`src/rtl/sbl_pkg.sv`:
```
// Package for the 3x3 stencil mean-blend block: sizes, item structs,
// register indexes and the handshake structs of the divider.
// No dependencies.
package sbl_pkg;

    localparam int MAX_WIDTH  = 1024;
    localparam int DATA_WIDTH = 32;

    localparam int COL_W      = $clog2(MAX_WIDTH);
    localparam int ROW_W      = 16;
    localparam int OUT_COL_W  = 10;

    localparam int GW_W       = 11;
    localparam int GH_W       = 16;
    localparam int CFG_IDX_W  = 2;
    localparam int CFG_DATA_W = 16;

    localparam logic [CFG_IDX_W-1:0] REG_GRID_WIDTH  = CFG_IDX_W'(0);
    localparam logic [CFG_IDX_W-1:0] REG_GRID_HEIGHT = CFG_IDX_W'(1);

    localparam logic [GW_W-1:0] GRID_WIDTH_RESET  = GW_W'(1024);
    localparam logic [GH_W-1:0] GRID_HEIGHT_RESET = GH_W'(1024);

    // Nine samples need four guard bits.
    localparam int SUM_W     = DATA_WIDTH + 4;
    localparam int DIVR_W    = 4;
    localparam int DIV_RADIX = 6;
    localparam int DIV_CYC   = (SUM_W + DIV_RADIX - 1) / DIV_RADIX;
    localparam int DIV_PAD   = DIV_CYC * DIV_RADIX;

    localparam logic [DIVR_W-1:0] DIVISOR_4 = DIVR_W'(4);
    localparam logic [DIVR_W-1:0] DIVISOR_6 = DIVR_W'(6);
    localparam logic [DIVR_W-1:0] DIVISOR_9 = DIVR_W'(9);

    typedef struct packed {
        logic                         frame_start;
        logic signed [DATA_WIDTH-1:0] source_sample;
        logic signed [DATA_WIDTH-1:0] prior_value;
    } t_in_item;

    typedef struct packed {
        logic [OUT_COL_W-1:0]         out_col;
        logic [ROW_W-1:0]             out_row;
        logic signed [DATA_WIDTH-1:0] out_value;
        logic                         run_last;
    } t_out_item;

    typedef struct packed {
        logic              start;
        logic [SUM_W-1:0]  dividend;
        logic [DIVR_W-1:0] divisor;
    } t_div_req;

    typedef struct packed {
        logic             done;
        logic [SUM_W-1:0] quotient;
    } t_div_rsp;

endpackage

```
`src/rtl/sbl_div.sv`:
```
// Iterative unsigned divider by a small divisor (4, 6 or 9), several
// quotient bits per cycle, MSB first. Depends on sbl_pkg.
module sbl_div
    import sbl_pkg::*;
(
    input  logic     i_clk,
    input  logic     i_rst_n,
    input  t_div_req i_req,
    output t_div_rsp o_rsp
);

    localparam int STEP_W = $clog2(DIV_CYC + 1);

    logic                r_busy;
    logic                r_done;
    logic [STEP_W-1:0]   r_step;
    logic [DIV_PAD-1:0]  r_num;
    logic [DIV_PAD-1:0]  r_quo;
    logic [DIVR_W-1:0]   r_rem;
    logic [DIVR_W-1:0]   r_div;

    logic [DIV_PAD-1:0]  n_quo;
    logic [DIVR_W-1:0]   n_rem;
    logic [DIVR_W:0]     trial;

    // The remainder stays below the divisor, so each step is a 5-bit compare.
    always_comb begin
        n_rem = r_rem;
        n_quo = r_quo;
        trial = '0;
        for (int k = 0; k < DIV_RADIX; k++) begin
            trial = {n_rem, r_num[DIV_PAD-1-k]};
            if (trial >= {1'b0, r_div}) begin
                trial = trial - {1'b0, r_div};
                n_quo = {n_quo[DIV_PAD-2:0], 1'b1};
            end else begin
                n_quo = {n_quo[DIV_PAD-2:0], 1'b0};
            end
            n_rem = trial[DIVR_W-1:0];
        end
    end

    always_ff @(posedge i_clk) begin
        if (!i_rst_n) begin
            r_busy <= 1'b0;
            r_done <= 1'b0;
            r_step <= '0;
        end else begin
            r_done <= 1'b0;
            if (i_req.start) begin
                r_busy <= 1'b1;
                r_step <= '0;
            end else if (r_busy) begin
                r_step <= r_step + STEP_W'(1);
                if (r_step == STEP_W'(DIV_CYC - 1)) begin
                    r_busy <= 1'b0;
                    r_done <= 1'b1;
                end
            end
        end
    end

    always_ff @(posedge i_clk) begin
        if (i_req.start) begin
            r_num <= DIV_PAD'(i_req.dividend);
            r_quo <= '0;
            r_rem <= '0;
            r_div <= i_req.divisor;
        end else if (r_busy) begin
            r_num <= r_num << DIV_RADIX;
            r_quo <= n_quo;
            r_rem <= n_rem;
        end
    end

    assign o_rsp.done     = r_done;
    assign o_rsp.quotient = r_quo[SUM_W-1:0];

endmodule

```
`config.mk`:
```
export PLATFORM = sky130hd
export DESIGN_NAME = sbl_div
export DESIGN_NICKNAME = d
export VERILOG_FILES = /design/src/rtl/sbl_pkg.sv /design/src/rtl/sbl_div.sv
export SDC_FILE = /design/constraint.sdc
export NUM_CORES = 1
export LEC_CHECK = 0
export BUFFER_PORTS_ARGS = -buffer_cell sky130_fd_sc_hd__buf_2
export CORE_ASPECT_RATIO = 1.75
export CORE_MARGIN = 10
export CORE_UTILIZATION = 45
export CTS_BUF_LIST = sky130_fd_sc_hd__clkbuf_16
export DETAILED_ROUTE_END_ITERATION = 16
export PLACE_DENSITY = 0.69
export SLEW_MARGIN = 20
export SYNTH_ARGS = -nofsm -noshare
export SYNTH_HDL_FRONTEND = slang
export SYNTH_SLANG_ARGS = --single-unit
```
`constraint.sdc`:
```
create_clock -name i_clk -period 9 [get_ports i_clk]
set_clock_uncertainty 0.2 [all_clocks]
set_input_delay 0.45 -clock i_clk [delete_from_list [all_inputs] [get_ports i_clk]]
set_output_delay 0.45 -clock i_clk [all_outputs]
set_load 0.01 [all_outputs]
```
==> impl_metrics.py <==
metrics = {
    "layout": {
        "area_growth_pct": 19.8,
        "fin_nets": 598,
        "final_util_pct": 54.6,
        "layout-drive-gt1-share_pct": 37.1,
        "nFillCells": 946,
        "regArea_um2": 2100,
        "insertedDiodeCount": 0,
        "multi_input_area_um2": 2520,
    },
    "setup_path": {
        "r2r_setup_slack_ns": 0.44,
        "critPathLaunchType": "flip-flop",
        "cp_slowest_cell": "a311o_2",
        "crit_type": "flip-flop to flip-flop",
        "crit_fanout": 6,
        "cpPeakStageDelay_ns": 0.42,
        "arrival_ns": 8.59,
        "endpoint_kind": "flip-flop",
        "cp.buffers_inverters": 6,
        "critPathRequiredTime_ns": 9.02,
        "crit_family": "compound AO/OA/AOI/OAI gates",
    },
    "clock_network": {
        "path_clk_slew_ns": 0.06,
        "clk_path_buf_depth": 2,
        "cts_root_buffer": "clkbuf_16",
        "postCtsHoldBufs": 0,
        "cts.sinks": 85,
        "cts-htree-levels": 3,
        "cts-buffers-inserted": 9,
        "cts_tree": "done",
        "clk_latency_ns": 0.33,
    },
    "logic_synthesis": {
        "synth_cell_types": 52,
        "yosysWarnings": 0,
        "synth_ff_type": "dfxtp_1",
        "synthArstFlopShare_pct": 0,
        "synthCells": 449,
        "syn-cell-area_um2": 4850,
        "syn_area_per_cell_um2": 10.8,
        "synthesis.nets": 524,
        "ys_seq_elements": 85,
        "yosysSeqAreaShare_pct": 43.3,
        "synth_edf_count": 40,
    },
    "timing": {
        "tightest_slew_ns": 0.866,
        "drv_slew": 0,
        "setup_viol": 0,
        "fin_crit_sh_pct": 95.2,
        "min_period_ns": 8.56,
        "relSlewSlack_pct": 42.2,
        "fmax_ghz": 0.117,
        "fin_ws_ns": 0.435,
        "hold_violations": 0,
    },
    "route": {
        "drtIter0Drc": 223,
        "viasPerCell": 5.27,
        "drc": 0,
        "ant_nets": 0,
        "wire_per_inst_um": 17.6,
        "wirelength_mm": 11.6,
        "firstDrtPassIters": 5,
        "via_count": 3467,
    },
    "floorplanning": {
        "core_area_um2": 10600,
        "start_util_pct": 45.6,
        "die_y_um": 157,
        "ios": 80,
        "die_w_um": 98.5,
        "die-area_um2": 15500,
        "rows": 50,
    },
    "placed_design": {
        "routabilityCongestion": 0.940,
        "hpwl_mm": 8.74,
        "pre_cts_ws_ns": -0.0424,
        "numPortBuffers": 79,
    },
    "global_route": {
        "grt_use_total_pct": 14.5,
        "grt_pass1_wl_mm": 17.9,
        "first_global_vias": 3583,
        "grt_max_degree": 82,
        "grt_overflow": 0,
        "antenna_found_initial": 0,
    },
    "flow_run": {
        "maxCapViolations": 0,
    },
    "hold_path": {
        "hold_path_class": "input port to flip-flop",
    },
    "outcome": {
        "status": "finished, final reports clean",
    },
}
synth_stat cells, types with 3 or more instances:
cell type	n	area, um^2
edfxtp_1	40	1200
mux2_2	35	394
a21o_1	5	37.5
nor2_1	53	199
nor3b_1	3	22.5
fa_1	6	120
nor2b_1	4	25.0
nand2_1	12	45.0
a211oi_1	7	52.6
buf_4	31	233
buf_1	9	33.8
and2_1	8	50.1
ha_1	26	325
nand2b_1	8	50.1
a21boi_0	4	30.0
o21ai_1	3	15.0
clkbuf_1	6	22.5
a21oi_1	14	70.1
inv_1	29	109
xnor2_1	9	78.8
mux2i_1	39	390
nor3_1	5	25.0
dfxtp_1	45	901
o21ai_0	12	60.1
metal layers:
| layer | vias to the layer above | wire length, um | global-route usage [%] |
|---|---|---|---|
| li1 | 1710 | - | - |
| met1 | 1643 | 4140 | 13.9 |
| met2 | 79 | 6650 | 27.7 |
| met3 | 35 | 254 | 1.84 |
| met4 | 0 | 559 | 9.80 |
| met5 | - | 0 | 0 |
cell usage in the layout, fill, tap and decap left out, drive strengths merged, types with 6 or more instances in the layout:
cell type,n
edfxtp,40
mux2,36
o21ai,15
dfxtp,45
mux2i,39
a211oi,8
nor2,53
inv,32
nand2b,8
ha,26
and2,8
buf,110
fa,6
xnor2,9
a21oi,14
clkbuf,9
nand2,12
sequential cells by signal, summed over array words and instances (netlist names):
signal and cells:
r_num 36, r_quo 36, r_div 4, r_rem 4, r_step 3, r_busy 1
r_done 1
worst register-to-register path, delay by kind of cell (launching register included):
family	cells	cell delay, ns
multiplexers	3	0.94
AO/OA/AOI/OAI	18	3.29
buffers and inverters	6	0.55
flip-flops	1	0.38
AND/OR/NAND/NOR	10	1.43
adder cells (fa/ha/maj)	6	1.64
metrics by stage:
step	setup TNS (ns)	hold slack, ns	instance area [um^2]	instances
after floorplan	0	0.253	4850	449
after global placement	0	0.269	5300	636
after detailed placement	-0.0424	0.277	5300	636
after CTS	0	0.0894	5590	653
after global routing	-0.0431	0.0908	5810	658
final	0	0.0996	5810	658
what timing repair did:
| item | 4_1_cts | 5_1_grt |
|---|---|---|
| resized for setup | 1 | 49 |
| buffers inserted | 1 | 5 |
| pin swaps | 1 | 12 |
| setup endpoints to repair | 2 | 5 |
cell families (layout without fill, tap and decap cells):
group           after synthesis  after routing  synth area share, %
simple gates                106            106                 10.6
flops                        85             85                 43.3
buf+inv                      76            155                 8.44
mux                          75             75                 16.5
compound gates               64             64                 9.93
fa+ha+maj                    32             32                 9.18
xor+xnor                     11             11                 1.99
path summary, 6_finish.rpt:
kind / from / endpoint / cells after the start
max: r_div[2] / r_rem[2] / 43
min: i_req[2] / r_div[2] / 1
max reg2reg: r_div[2] / r_rem[2] / 43
min reg2reg: r_step[2] / r_done / 2
cell type report:
| type | count | share of cell area (%) |
|---|---|---|
| Clock buffer | 9 | 3.88 |
| Clock inverter | 7 | 1.03 |
| Inverter | 29 | 1.87 |
| Multi-Input combinational cell | 288 | 43.3 |
| Sequential cell | 85 | 36.2 |
| Tap cell | 130 | 2.80 |
| Timing Repair Buffer | 110 | 10.9 |
Power is left out: the tool's default activity adds up to more than one toggle a clock period on the data nets, which glitch-free logic cannot reach.
